==> config.mk <==
export PLATFORM = sky130hd
export DESIGN_NAME = clipped_line_rasterizer_top_flat
export DESIGN_NICKNAME = d
export VERILOG_FILES = /design/src/clr_pkg.sv /design/src/clr_if.sv /design/src/clipped_line_rasterizer_top.sv /design/src/flat_wrapper.sv
export SDC_FILE = /design/constraint.sdc
export NUM_CORES = 1
export LEC_CHECK = 0
export BUFFER_PORTS_ARGS = -buffer_cell sky130_fd_sc_hd__buf_4
export CORE_UTILIZATION = 60
export CTS_CLUSTER_SIZE = 40
export DETAILED_ROUTE_END_ITERATION = 8
export PLACE_DENSITY = 0.81
export SETUP_SLACK_MARGIN = 0.15
export SYNTH_ARGS = -nofsm -noshare
export SYNTH_HDL_FRONTEND = slang
export SYNTH_SLANG_ARGS = --single-unit
==> constraint.sdc <==
create_clock -name clock -period 6.95 [get_ports clock]
set_input_delay 0.695 -clock clock [delete_from_list [all_inputs] [get_ports clock]]
set_output_delay 0.695 -clock clock [all_outputs]
set_load 0.005 [all_outputs]
==> src/clr_pkg.sv <==
// Package for the clipped line rasterizer: field widths, codes and reset values.
// No dependencies; used by the interfaces and the top level.
package clr_pkg;

   localparam int SCREEN_WIDTH_DEF  = 320;
   localparam int SCREEN_HEIGHT_DEF = 240;
   localparam int COORD_BITS_DEF    = 12;

   localparam int ADDR_BITS   = 17;
   localparam int COLOR_BITS  = 8;
   localparam int STATUS_BITS = 2;

   localparam int CLIP_X_BITS = 9;
   localparam int CLIP_Y_BITS = 8;

   localparam int CSR_DATA_BITS = 32;
   localparam int CSR_ADDR_BITS = 4;
   localparam int REG_IDX_BITS  = 2;

   localparam logic [REG_IDX_BITS-1:0] REG_CLIP_LEFT   = 2'd0;
   localparam logic [REG_IDX_BITS-1:0] REG_CLIP_TOP    = 2'd1;
   localparam logic [REG_IDX_BITS-1:0] REG_CLIP_WIDTH  = 2'd2;
   localparam logic [REG_IDX_BITS-1:0] REG_CLIP_HEIGHT = 2'd3;

   localparam logic [CLIP_X_BITS-1:0] CLIP_LEFT_RST   = 9'd0;
   localparam logic [CLIP_Y_BITS-1:0] CLIP_TOP_RST    = 8'd0;
   localparam logic [CLIP_X_BITS-1:0] CLIP_WIDTH_RST  = 9'd320;
   localparam logic [CLIP_Y_BITS-1:0] CLIP_HEIGHT_RST = 8'd240;

   localparam logic OP_START = 1'b0;
   localparam logic OP_STEP  = 1'b1;

   localparam logic [STATUS_BITS-1:0] STATUS_WRITTEN    = 2'd0;
   localparam logic [STATUS_BITS-1:0] STATUS_CLIPPED    = 2'd1;
   localparam logic [STATUS_BITS-1:0] STATUS_OFF_SCREEN = 2'd2;

endpackage

==> src/clr_if.sv <==
// Valid/ready channel interfaces for line commands and pixel writes.
// Depends on clr_pkg.
interface clr_req_if
   import clr_pkg::*;
#(
   parameter int COORD_BITS = COORD_BITS_DEF
);
   logic                  valid;
   logic                  ready;
   logic                  operation;
   logic [COORD_BITS-1:0] x_begin;
   logic [COORD_BITS-1:0] y_begin;
   logic [COORD_BITS-1:0] x_finish;
   logic [COORD_BITS-1:0] y_finish;
   logic [COLOR_BITS-1:0] pen_color;

   modport source (output valid, operation, x_begin, y_begin, x_finish, y_finish,
                   pen_color, input ready);
   modport sink (input valid, operation, x_begin, y_begin, x_finish, y_finish,
                 pen_color, output ready);
endinterface

interface clr_rsp_if
   import clr_pkg::*;
();
   logic                   valid;
   logic                   ready;
   logic [ADDR_BITS-1:0]   pixel_address;
   logic [COLOR_BITS-1:0]  pixel_value;
   logic [STATUS_BITS-1:0] pixel_status;
   logic                   line_done;

   modport source (output valid, pixel_address, pixel_value, pixel_status, line_done,
                   input ready);
   modport sink (input valid, pixel_address, pixel_value, pixel_status, line_done,
                 output ready);
endinterface

==> src/clipped_line_rasterizer_top.sv <==
// Top level of the clipped Bresenham line rasterizer with its clip registers.
// Depends on clr_pkg and the channel interfaces in clr_if.sv.

// The block takes one beat per clock. A start beat loads the endpoints and color
// and gives no pixel; each step beat of a line gives one pixel write, computed in
// a single pass from the position and error registers into the result register,
// which also advances the Bresenham step. Ready drops only while the result
// register holds a beat that has not been taken. The user must write the clip
// registers, at APB byte addresses 0, 4, 8 and 12, only while idle (not enforced).
module clipped_line_rasterizer_top
   import clr_pkg::*;
#(
   parameter int SCREEN_WIDTH  = SCREEN_WIDTH_DEF,
   parameter int SCREEN_HEIGHT = SCREEN_HEIGHT_DEF,
   parameter int COORD_BITS    = COORD_BITS_DEF
) (
   input  logic                     clock,
   input  logic                     reset,
   clr_req_if.sink                  req_ch,
   clr_rsp_if.source                rsp_ch,
   input  logic                     csr_psel,
   input  logic                     csr_penable,
   input  logic                     csr_pwrite,
   input  logic [CSR_ADDR_BITS-1:0] csr_paddr,
   input  logic [CSR_DATA_BITS-1:0] csr_pwdata,
   output logic [CSR_DATA_BITS-1:0] csr_prdata,
   output logic                     csr_pready
);

   localparam int EW         = COORD_BITS + 2;
   localparam int ROW_STRIDE = SCREEN_WIDTH + 1;

   logic [CLIP_X_BITS-1:0] clip_left_ff, clip_left_in;
   logic [CLIP_Y_BITS-1:0] clip_top_ff, clip_top_in;
   logic [CLIP_X_BITS-1:0] clip_width_ff, clip_width_in;
   logic [CLIP_Y_BITS-1:0] clip_height_ff, clip_height_in;

   logic [COORD_BITS-1:0]        pos_x_ff, pos_x_in;
   logic [COORD_BITS-1:0]        pos_y_ff, pos_y_in;
   logic [COORD_BITS-1:0]        target_x_ff, target_x_in;
   logic [COORD_BITS-1:0]        target_y_ff, target_y_in;
   logic [COORD_BITS-1:0]        delta_x_ff, delta_x_in;
   logic signed [COORD_BITS:0]   neg_delta_y_ff, neg_delta_y_in;
   logic                         step_x_neg_ff, step_x_neg_in;
   logic                         step_y_neg_ff, step_y_neg_in;
   logic signed [EW-1:0]         error_ff, error_in;
   logic [COLOR_BITS-1:0]        color_ff, color_in;
   logic                         drawing_ff, drawing_in;

   logic                   rsp_valid_ff, rsp_valid_in;
   logic [ADDR_BITS-1:0]   rsp_addr_ff, rsp_addr_in;
   logic [COLOR_BITS-1:0]  rsp_value_ff, rsp_value_in;
   logic [STATUS_BITS-1:0] rsp_status_ff, rsp_status_in;
   logic                   rsp_done_ff, rsp_done_in;

   logic                    in_ready, in_accept, is_start, is_step, rsp_load;
   logic                    csr_write;
   logic [REG_IDX_BITS-1:0] csr_idx;
   logic                    x_fwd, y_fwd, done, off_screen, clipped, move_x, move_y;
   logic [COORD_BITS-1:0]   dx_abs, dy_abs;
   logic signed [EW:0]      twice, ndy_ext, dx_ext;
   logic [31:0]             lin_addr;

   // configuration port
   assign csr_pready = 1'b1;
   assign csr_idx    = csr_paddr[CSR_ADDR_BITS-1:2];
   assign csr_write  = csr_psel && csr_penable && csr_pwrite;

   always_comb begin
      clip_left_in   = clip_left_ff;
      clip_top_in    = clip_top_ff;
      clip_width_in  = clip_width_ff;
      clip_height_in = clip_height_ff;
      if (csr_write) begin
         case (csr_idx)
            REG_CLIP_LEFT:   clip_left_in   = csr_pwdata[CLIP_X_BITS-1:0];
            REG_CLIP_TOP:    clip_top_in    = csr_pwdata[CLIP_Y_BITS-1:0];
            REG_CLIP_WIDTH:  clip_width_in  = csr_pwdata[CLIP_X_BITS-1:0];
            REG_CLIP_HEIGHT: clip_height_in = csr_pwdata[CLIP_Y_BITS-1:0];
            default: ;
         endcase
      end
   end

   always_comb begin
      case (csr_idx)
         REG_CLIP_LEFT:   csr_prdata = CSR_DATA_BITS'(clip_left_ff);
         REG_CLIP_TOP:    csr_prdata = CSR_DATA_BITS'(clip_top_ff);
         REG_CLIP_WIDTH:  csr_prdata = CSR_DATA_BITS'(clip_width_ff);
         REG_CLIP_HEIGHT: csr_prdata = CSR_DATA_BITS'(clip_height_ff);
         default:         csr_prdata = '0;
      endcase
   end

   // handshake
   assign in_ready     = !rsp_valid_ff || rsp_ch.ready;
   assign req_ch.ready = in_ready;
   assign in_accept    = req_ch.valid && in_ready;
   assign is_start     = in_accept && (req_ch.operation == OP_START);
   assign is_step      = in_accept && (req_ch.operation == OP_STEP);
   assign rsp_load     = is_step && drawing_ff;

   // setup of a new line
   assign x_fwd  = req_ch.x_begin < req_ch.x_finish;
   assign y_fwd  = req_ch.y_begin < req_ch.y_finish;
   assign dx_abs = x_fwd ? (req_ch.x_finish - req_ch.x_begin)
                         : (req_ch.x_begin - req_ch.x_finish);
   assign dy_abs = y_fwd ? (req_ch.y_finish - req_ch.y_begin)
                         : (req_ch.y_begin - req_ch.y_finish);

   // current point
   assign done       = (pos_x_ff == target_x_ff) && (pos_y_ff == target_y_ff);
   assign off_screen = (32'(pos_x_ff) >= 32'(SCREEN_WIDTH)) ||
                       (32'(pos_y_ff) >= 32'(SCREEN_HEIGHT));
   assign clipped    = (32'(pos_x_ff) < 32'(clip_left_ff)) ||
                       (32'(pos_y_ff) < 32'(clip_top_ff)) ||
                       (32'(pos_x_ff) >= 32'(clip_left_ff) + 32'(clip_width_ff)) ||
                       (32'(pos_y_ff) >= 32'(clip_top_ff) + 32'(clip_height_ff));
   assign lin_addr   = 32'(pos_y_ff) * 32'(ROW_STRIDE) + 32'(pos_x_ff);

   // Bresenham step decision
   assign twice   = {error_ff, 1'b0};
   assign ndy_ext = (EW+1)'(neg_delta_y_ff);
   assign dx_ext  = (EW+1)'($signed({1'b0, delta_x_ff}));
   assign move_x  = twice >= ndy_ext;
   assign move_y  = twice <= dx_ext;

   always_comb begin
      pos_x_in       = pos_x_ff;
      pos_y_in       = pos_y_ff;
      target_x_in    = target_x_ff;
      target_y_in    = target_y_ff;
      delta_x_in     = delta_x_ff;
      neg_delta_y_in = neg_delta_y_ff;
      step_x_neg_in  = step_x_neg_ff;
      step_y_neg_in  = step_y_neg_ff;
      error_in       = error_ff;
      color_in       = color_ff;
      drawing_in     = drawing_ff;
      if (is_start) begin
         pos_x_in       = req_ch.x_begin;
         pos_y_in       = req_ch.y_begin;
         target_x_in    = req_ch.x_finish;
         target_y_in    = req_ch.y_finish;
         delta_x_in     = dx_abs;
         neg_delta_y_in = -$signed({1'b0, dy_abs});
         step_x_neg_in  = !x_fwd;
         step_y_neg_in  = !y_fwd;
         error_in       = EW'($signed({1'b0, dx_abs})) - EW'($signed({1'b0, dy_abs}));
         color_in       = req_ch.pen_color;
         drawing_in     = 1'b1;
      end else if (rsp_load) begin
         if (done) begin
            drawing_in = 1'b0;
         end else begin
            error_in = error_ff
                     + (move_x ? EW'(neg_delta_y_ff) : EW'(0))
                     + (move_y ? EW'($signed({1'b0, delta_x_ff})) : EW'(0));
            if (move_x) begin
               pos_x_in = step_x_neg_ff ? pos_x_ff - 1'b1 : pos_x_ff + 1'b1;
            end
            if (move_y) begin
               pos_y_in = step_y_neg_ff ? pos_y_ff - 1'b1 : pos_y_ff + 1'b1;
            end
         end
      end
   end

   // result register
   always_comb begin
      rsp_addr_in   = rsp_addr_ff;
      rsp_value_in  = rsp_value_ff;
      rsp_status_in = rsp_status_ff;
      rsp_done_in   = rsp_done_ff;
      rsp_valid_in  = rsp_valid_ff && !rsp_ch.ready;
      if (rsp_load) begin
         rsp_valid_in  = 1'b1;
         rsp_done_in   = done;
         rsp_addr_in   = '0;
         rsp_value_in  = '0;
         if (off_screen) begin
            rsp_status_in = STATUS_OFF_SCREEN;
         end else if (clipped) begin
            rsp_status_in = STATUS_CLIPPED;
         end else begin
            rsp_status_in = STATUS_WRITTEN;
            rsp_addr_in   = lin_addr[ADDR_BITS-1:0];
            rsp_value_in  = color_ff;
         end
      end
   end

   assign rsp_ch.valid         = rsp_valid_ff;
   assign rsp_ch.pixel_address = rsp_addr_ff;
   assign rsp_ch.pixel_value   = rsp_value_ff;
   assign rsp_ch.pixel_status  = rsp_status_ff;
   assign rsp_ch.line_done     = rsp_done_ff;

   always_ff @(posedge clock) begin
      if (reset) begin
         clip_left_ff   <= CLIP_LEFT_RST;
         clip_top_ff    <= CLIP_TOP_RST;
         clip_width_ff  <= CLIP_WIDTH_RST;
         clip_height_ff <= CLIP_HEIGHT_RST;
         drawing_ff     <= 1'b0;
         rsp_valid_ff   <= 1'b0;
      end else begin
         clip_left_ff   <= clip_left_in;
         clip_top_ff    <= clip_top_in;
         clip_width_ff  <= clip_width_in;
         clip_height_ff <= clip_height_in;
         drawing_ff     <= drawing_in;
         rsp_valid_ff   <= rsp_valid_in;
      end
   end

   always_ff @(posedge clock) begin
      pos_x_ff       <= pos_x_in;
      pos_y_ff       <= pos_y_in;
      target_x_ff    <= target_x_in;
      target_y_ff    <= target_y_in;
      delta_x_ff     <= delta_x_in;
      neg_delta_y_ff <= neg_delta_y_in;
      step_x_neg_ff  <= step_x_neg_in;
      step_y_neg_ff  <= step_y_neg_in;
      error_ff       <= error_in;
      color_ff       <= color_in;
      rsp_addr_ff    <= rsp_addr_in;
      rsp_value_ff   <= rsp_value_in;
      rsp_status_ff  <= rsp_status_in;
      rsp_done_ff    <= rsp_done_in;
   end

   a_no_result_when_idle: assert property (@(posedge clock) disable iff (reset)
      (in_accept && !rsp_load) |=> !rsp_valid_ff)
      else $error("beat without a pixel left a result pending");

   a_start_loads_line: assert property (@(posedge clock) disable iff (reset)
      is_start |=> drawing_ff)
      else $error("start beat did not begin a line");

   a_done_ends_line: assert property (@(posedge clock) disable iff (reset)
      (rsp_load && done) |=> (!drawing_ff && rsp_valid_ff && rsp_done_ff))
      else $error("final pixel did not end the line");

   a_unwritten_is_zero: assert property (@(posedge clock) disable iff (reset)
      (rsp_valid_ff && rsp_status_ff != STATUS_WRITTEN)
         |-> (rsp_addr_ff == '0 && rsp_value_ff == '0))
      else $error("dropped pixel carries address or color");

endmodule

==> src/flat_wrapper.sv <==
// flat-port wrapper written by rule: the top's interface ports become plain ports
module clipped_line_rasterizer_top_flat import clr_pkg::*;
#(
   parameter int SCREEN_WIDTH  = SCREEN_WIDTH_DEF,
   parameter int SCREEN_HEIGHT = SCREEN_HEIGHT_DEF,
   parameter int COORD_BITS    = COORD_BITS_DEF
)
  (clock, reset, csr_psel, csr_penable, csr_pwrite, csr_paddr, csr_pwdata, csr_prdata, csr_pready, req_ch_valid, req_ch_operation, req_ch_x_begin, req_ch_y_begin, req_ch_x_finish, req_ch_y_finish, req_ch_pen_color, req_ch_ready, rsp_ch_valid, rsp_ch_pixel_address, rsp_ch_pixel_value, rsp_ch_pixel_status, rsp_ch_line_done, rsp_ch_ready);
  clr_req_if #(.COORD_BITS(COORD_BITS)) req_ch_i ();
  clr_rsp_if rsp_ch_i ();
  input  logic clock;
  input  logic reset;
  input  logic csr_psel;
  input  logic csr_penable;
  input  logic csr_pwrite;
  input  logic [CSR_ADDR_BITS-1:0] csr_paddr;
  input  logic [CSR_DATA_BITS-1:0] csr_pwdata;
  output logic [CSR_DATA_BITS-1:0] csr_prdata;
  output logic csr_pready;
  input wire logic [$bits(req_ch_i.valid)-1:0] req_ch_valid;
  input wire logic [$bits(req_ch_i.operation)-1:0] req_ch_operation;
  input wire logic [$bits(req_ch_i.x_begin)-1:0] req_ch_x_begin;
  input wire logic [$bits(req_ch_i.y_begin)-1:0] req_ch_y_begin;
  input wire logic [$bits(req_ch_i.x_finish)-1:0] req_ch_x_finish;
  input wire logic [$bits(req_ch_i.y_finish)-1:0] req_ch_y_finish;
  input wire logic [$bits(req_ch_i.pen_color)-1:0] req_ch_pen_color;
  output wire logic [$bits(req_ch_i.ready)-1:0] req_ch_ready;
  output wire logic [$bits(rsp_ch_i.valid)-1:0] rsp_ch_valid;
  output wire logic [$bits(rsp_ch_i.pixel_address)-1:0] rsp_ch_pixel_address;
  output wire logic [$bits(rsp_ch_i.pixel_value)-1:0] rsp_ch_pixel_value;
  output wire logic [$bits(rsp_ch_i.pixel_status)-1:0] rsp_ch_pixel_status;
  output wire logic [$bits(rsp_ch_i.line_done)-1:0] rsp_ch_line_done;
  input wire logic [$bits(rsp_ch_i.ready)-1:0] rsp_ch_ready;
  assign req_ch_i.valid = req_ch_valid;
  assign req_ch_i.operation = req_ch_operation;
  assign req_ch_i.x_begin = req_ch_x_begin;
  assign req_ch_i.y_begin = req_ch_y_begin;
  assign req_ch_i.x_finish = req_ch_x_finish;
  assign req_ch_i.y_finish = req_ch_y_finish;
  assign req_ch_i.pen_color = req_ch_pen_color;
  assign req_ch_ready = req_ch_i.ready;
  assign rsp_ch_valid = rsp_ch_i.valid;
  assign rsp_ch_pixel_address = rsp_ch_i.pixel_address;
  assign rsp_ch_pixel_value = rsp_ch_i.pixel_value;
  assign rsp_ch_pixel_status = rsp_ch_i.pixel_status;
  assign rsp_ch_line_done = rsp_ch_i.line_done;
  assign rsp_ch_i.ready = rsp_ch_ready;
  clipped_line_rasterizer_top #(.SCREEN_WIDTH(SCREEN_WIDTH), .SCREEN_HEIGHT(SCREEN_HEIGHT), .COORD_BITS(COORD_BITS)) u_core (.clock(clock), .reset(reset), .req_ch(req_ch_i), .rsp_ch(rsp_ch_i), .csr_psel(csr_psel), .csr_penable(csr_penable), .csr_pwrite(csr_pwrite), .csr_paddr(csr_paddr), .csr_pwdata(csr_pwdata), .csr_prdata(csr_prdata), .csr_pready(csr_pready));
endmodule
### After elaboration in Yosys (flattened, before gate mapping)

Cells that the tools add are included.

| word-level totals | value |
|---|---|
| bits in registers | 161 |

| operators by class | value |
|---|---|
| add/sub/neg operators | 15 |
| multipliers | 1 |
| magnitude comparators | 10 |
| eq/ne operators | 6 |
| muxes and demuxes | 23 |
| bitwise gates (word level) | 1 |
| reduce and logical (&&, ||, !) cells | 31 |

Operators by type and width:

| operator | number |
|---|---|
| $mux 12 | 13 |
| $pmux 32 s4 | 1 |
| $ge 12x32->1 | 2 |
| $mux 14 | 4 |
| $sub 12x12->12 | 4 |
| $add 14x14->14 | 2 |
| $add 12x1->12 const B | 2 |
| $eq 12x12->1 | 2 |
| $lt 12x12->1 | 2 |
| $sub 12x1->12 const B | 2 |
| $add 17x12->17 | 1 |
| $mul 12x9->17 const B | 1 |
| $ge 15x13->1 | 1 |
| $le 15x13->1 | 1 |
| $neg 12->13 | 1 |
| $sub 12x12->13 | 1 |
| $ge 12x8->1 const B | 1 |
| $ge 12x9->1 const B | 1 |
| $lt 12x8->1 | 1 |
| $lt 12x9->1 | 1 |
| $reduce_and 2->1 | 6 |
| $add 9x9->10 | 1 |
| $add 8x8->9 | 1 |
| $logic_and 1x1->1 | 8 |
| other kinds (11) | 27 |

### Depth between registers and ports, before layout

| depth | value |
|---|---|
| depth in word-level cells | 7 |
| depth in mapped cells | 24 |

### Least setup slack after synthesis

No wires, ideal clock.

| path | value |
|---|---|
| kind | reg-to-reg |
| start | register u_core.error_ff[0] |
| end | register u_core.error_ff[13] (data pin) |
| arrival time | 4.893 ns |
| required time | 6.696 ns |
| slack | 1.803 ns |
| cell stages (with the launch flop) | 24 |
| path buffers | 1 |
| clock period less this slack | 5.147 ns |
| cells stage by stage | edfxtp_1 -> ha_1 -> nor2b_1 -> o21a_1 -> o21a_1 -> o21a_1 -> o21a_1 -> o21ai_0 -> a21oi_1 -> o21ai_0 -> clkbuf_1 -> nand2_1 -> fa_1 -> inv_1 -> fa_1 -> a21o_1 -> a21oi_1 -> o21ai_0 -> a31oi_1 -> nor2b_1 -> o21ai_0 -> a21oi_1 -> xnor3_1 -> a21o_1 |

| between the ends | value |
|---|---|
| cells in the longest elaborated chain, start to end | 7 |
| elaborated cells on any way between the ends | 9 |

RTL lines:

| element | line | RTL |
|---|---|---|
| start: declaration | clipped_line_rasterizer_top.sv:46 | `logic signed [EW-1:0] error_ff, error_in;` |
| start signal: assignment | clipped_line_rasterizer_top.sv:226 | `error_ff <= error_in;` |
| $ge 15x13->1 | clipped_line_rasterizer_top.sv:125 | `assign move_x = twice >= ndy_ext;` |
| $mux 14 | clipped_line_rasterizer_top.sv:157 | `+ (move_x ? EW'(neg_delta_y_ff) : EW'(0))` |
| $add 14x14->14 | clipped_line_rasterizer_top.sv:157 |  |
| $add 14x14->14 * | clipped_line_rasterizer_top.sv:158 | `+ (move_y ? EW'($signed({1'b0, delta_x_ff})) : EW'(0));` |
| $mux 14 * | clipped_line_rasterizer_top.sv:153 | `if (done) begin` |
| $mux 14 * | clipped_line_rasterizer_top.sv:152 | `end else if (rsp_load) begin` |
| $mux 14 * | clipped_line_rasterizer_top.sv:140 | `if (is_start) begin` |
| named net u_core.error_in[13] | clipped_line_rasterizer_top.sv:46 |  |

The timed path passes the listed nets; every way through them passes the cells marked *. The select of a mux whose other input is x is not followed.
A chain may end at the register's enable or synchronous reset.

### Final worst setup path

Same ends and word-level chain as after synthesis.

==> flow_metrics.env <==
export IMPL_port_buffers=113
export IMPL_cts_hold_buf=0
export IMPL_synth_seq_area_share=0.314
export IMPL_cap_violations=0
export IMPL_clock_fmax_mhz=178
export IMPL_grt_use_met2=0.471
export IMPL_first_global_vias=10800
export IMPL_power_leakage_uw=0.00742
export IMPL_met1_usage=0.388
export IMPL_synth_area_um2=14300
export IMPL_critical_path_required_ns=7.15
export IMPL_ff2ff_setup_slack_ns=1.34
export IMPL_regArea_um2=4470
export IMPL_drtIter0Drc=984
export IMPL_cts_root_buf="clkbuf_16"
export IMPL_synthCells=1497
export IMPL_instances_no_fill=1935
export IMPL_antenna_found_initial=0
export IMPL_finalPower_uw=5430
export IMPL_period_share=0.808
export IMPL_ir_worst_vdd_uv=332
export IMPL_cp_max_fo=4
export IMPL_end_kind="flop"
export IMPL_powerDensity_nw_per_um2=340
export IMPL_arrival_ns=5.81
export IMPL_crit_start="u_core.error_ff[0]"
export IMPL_drc_errors=0
export IMPL_clk_path_buf_depth=2
export IMPL_antenna_cells=0
export IMPL_place_hpwl_um=26500
export IMPL_drtAntennaViolNets=0
export IMPL_cts_buffers=17
export IMPL_multi_input_area_um2=8770
export IMPL_grt_util_all_layers=0.286
export IMPL_worst_hold_path_num_cells=1
export IMPL_relSlewSlack=0.249
export IMPL_clkTransAtPathRegs_ns=0.07
export IMPL_grt_max_degree=48
export IMPL_core_rowCount=56
export IMPL_cts_setup_buffers=0
export IMPL_start_kind="flop"
export IMPL_worst_pin_slew_ns=1.12
export IMPL_dp_cells=1903
export IMPL_whs_endpoint="u_core.color_ff[2]"
export IMPL_htreeDepth=4
export IMPL_timing_setup_tns_ns=0
export IMPL_routed_wl_um=33900
export IMPL_core_area_um2=23400
export IMPL_crit_type="flop to flop"
export IMPL_worst_r2r_path_depth=23
export IMPL_rsz0062_at_grt="no"
export IMPL_layout_nets=1959
export IMPL_yosys_warnings=0
export IMPL_place_ws_ns=1.30
export IMPL_die_width_um=156
export IMPL_cts_resized=0
export IMPL_dieArea_um2=24400
export IMPL_io_pins=163
export IMPL_utilization=0.682
export IMPL_run_status="completed"
export IMPL_setup_viol=0
export IMPL_clock_skew_ns=0.0128
export IMPL_min_delay_path_class="input port to flop"
export IMPL_synth_seq_cells=161
export IMPL_via_per_inst=5.76
export IMPL_syn_avg_cell_area_um2=9.53
export IMPL_vias=11200
export IMPL_slew_violations=0
export IMPL_overflow=0
export IMPL_synth_distinct_cells=71
export IMPL_clkLatencyLatePin_ns=0.44
export IMPL_gr_max_usage_layer="met2"
export IMPL_setup_ws_ns=1.34
export IMPL_synthToLayoutAreaGrowth_pct=11.8
export IMPL_reg2reg_from="u_core.error_ff[0]"
export IMPL_post_drt_wl_per_cell_um=17.5
export IMPL_initial_core_util=0.610
export IMPL_gp_congestion=0.901
export IMPL_cts_tree="yes"
export IMPL_grtUsageMet3=0.0410
export IMPL_die_h_um=156
export IMPL_worstReg2RegEnd="u_core.error_ff[13]"
export IMPL_drive_gt1_frac=0.116
export IMPL_grt_pass1_wl_um=54100
export IMPL_cts_sinks=161
export IMPL_synthFlopType="edfxtp_1"
export IMPL_fill_cells=1832
export IMPL_synth_edf_count=125
export IMPL_hp_start="req_ch_pen_color[2]"
export IMPL_drt_pre_antenna_iters=5
export IMPL_synth_async_sr_flop_share=0
export IMPL_min_period_ns=5.61
export IMPL_finalHoldViolations=0
critical path: stages (launching register included):
cell and delay [ns]:
edfxtp_1 0.45, ha_1 0.31, nor2b_1 0.15, o21a_1 0.16, o21a_1 0.16, o21a_1 0.16
o21a_1 0.16, o21ai_0 0.14, a21oi_1 0.08, o21ai_0 0.40, nand2_1 0.15, fa_1 0.52
inv_1 0.04, ha_1 0.21, fa_1 0.40, a21o_1 0.17, a21oi_1 0.27, o21ai_0 0.15
a31oi_1 0.30, nor2b_1 0.09, o21ai_0 0.25, a21oi_1 0.13, xnor3_1 0.35, a21o_1 0.18
stage by stage:
stage	area [um2]	hold WS, ns
detailed placement	15300	0.491
floorplan	14400	0.460
CTS	15900	0.425
finish	15900	0.436
global placement	15300	0.474
global route	15900	0.427
state kept, by name, summed over array words and instances (netlist names), 2 cells and up:
signal                       flops
u_core.error_ff                 14
u_core.clip_height_ff            8
u_core.delta_x_ff               12
u_core.color_ff                  8
u_core.rsp_ch.pixel_status       2
u_core.neg_delta_y_ff           13
u_core.rsp_ch.pixel_value        8
u_core.clip_width_ff             9
u_core.pos_x_ff                 12
u_core.target_x_ff              12
u_core.clip_left_ff              9
u_core.pos_y_ff                 12
u_core.rsp_ch.pixel_address     17
u_core.clip_top_ff               8
u_core.target_y_ff              12
report_power, final:
part           leakage [uW]  internal [uW]  switching, uW  total, uW
clock network      0.000294            545            442        987
registers           0.00141           1230            134       1370
logic               0.00572           1380           1690       3070
cells in the mapped netlist (6+ instances only):
master	count	area, um2
mux2i_1	41	410
o21ai_0	59	295
o21a_1	14	105
a31oi_1	10	62.6
nor2_1	127	477
a211o_1	9	78.8
xor2_1	41	359
nand3_1	17	85.1
dfxtp_1	36	721
xnor2_1	74	648
nor2b_1	20	125
edfxtp_1	125	3750
buf_4	24	180
a211oi_1	11	82.6
mux4_2	8	180
buf_1	9	33.8
and2_1	8	50.1
fa_1	29	581
or2_2	9	56.3
nand2b_1	22	138
ha_1	227	2840
o21bai_1	11	82.6
nor3_1	22	110
and3_1	8	50.1
nand2_1	66	248
nand4_1	11	68.8
a2111oi_0	6	52.6
a21oi_1	102	510
clkbuf_1	17	63.8
o31ai_1	10	75.1
a21o_1	34	255
inv_1	212	796
logic make-up (layout without fill, tap and decap cells):
kind of cell / count (synthesis) / in the layout / synth area share
flip-flops: 161 / 161 / 0.314
other: 2 / 24 / 0.000526
adder cells (fa/ha/maj): 256 / 256 / 0.240
AND/OR/NAND/NOR: 335 / 335 / 0.113
XOR/XNOR: 119 / 119 / 0.0756
multiplexers: 52 / 52 / 0.0437
buffers and inverters: 268 / 365 / 0.0782
AO/OA/AOI/OAI: 304 / 304 / 0.135
worst max-delay path by stage:
stage | to | cells past startpoint
5_1_grt | u_core.error_ff[13] | 23
3_5_place_dp | u_core.error_ff[10] | 22
2_1_floorplan | u_core.error_ff[13] | 23
6_report | u_core.error_ff[13] | 23
4_1_cts | u_core.error_ff[13] | 23
3_3_place_gp | u_core.error_ff[13] | 22
final cells by class:
| cell class | instances | share of cell area |
|---|---|---|
| Clock buffer | 18 | 0.0269 |
| Sequential cell | 161 | 0.281 |
| Inverter | 212 | 0.0500 |
| Timing Repair Buffer | 121 | 0.0570 |
| Multi-Input combinational cell | 1090 | 0.550 |
| Clock inverter | 14 | 0.0107 |
| Tap cell | 319 | 0.0250 |
cells in the final DEF (no fill, tap or decap), drive strengths merged, types with 29 or more instances in the layout:
cell type / Yosys / routed
mux2i: 41 / 41
xor2: 42 / 42
nor2: 127 / 127
inv: 212 / 219
xnor2: 76 / 76
nand2: 67 / 67
ha: 227 / 227
a21o: 34 / 34
dfxtp: 36 / 36
o21ai: 62 / 62
fa: 29 / 29
edfxtp: 125 / 125
a21oi: 102 / 102
buf: 39 / 121
routing by layer:
layer,part of all wire,vias up
li1,-,5379
met1,0.45,5289
met2,0.47,429
met3,0.065,54
met4,0.020,0
met5,0,-
(Power assumes the default switching activity.)
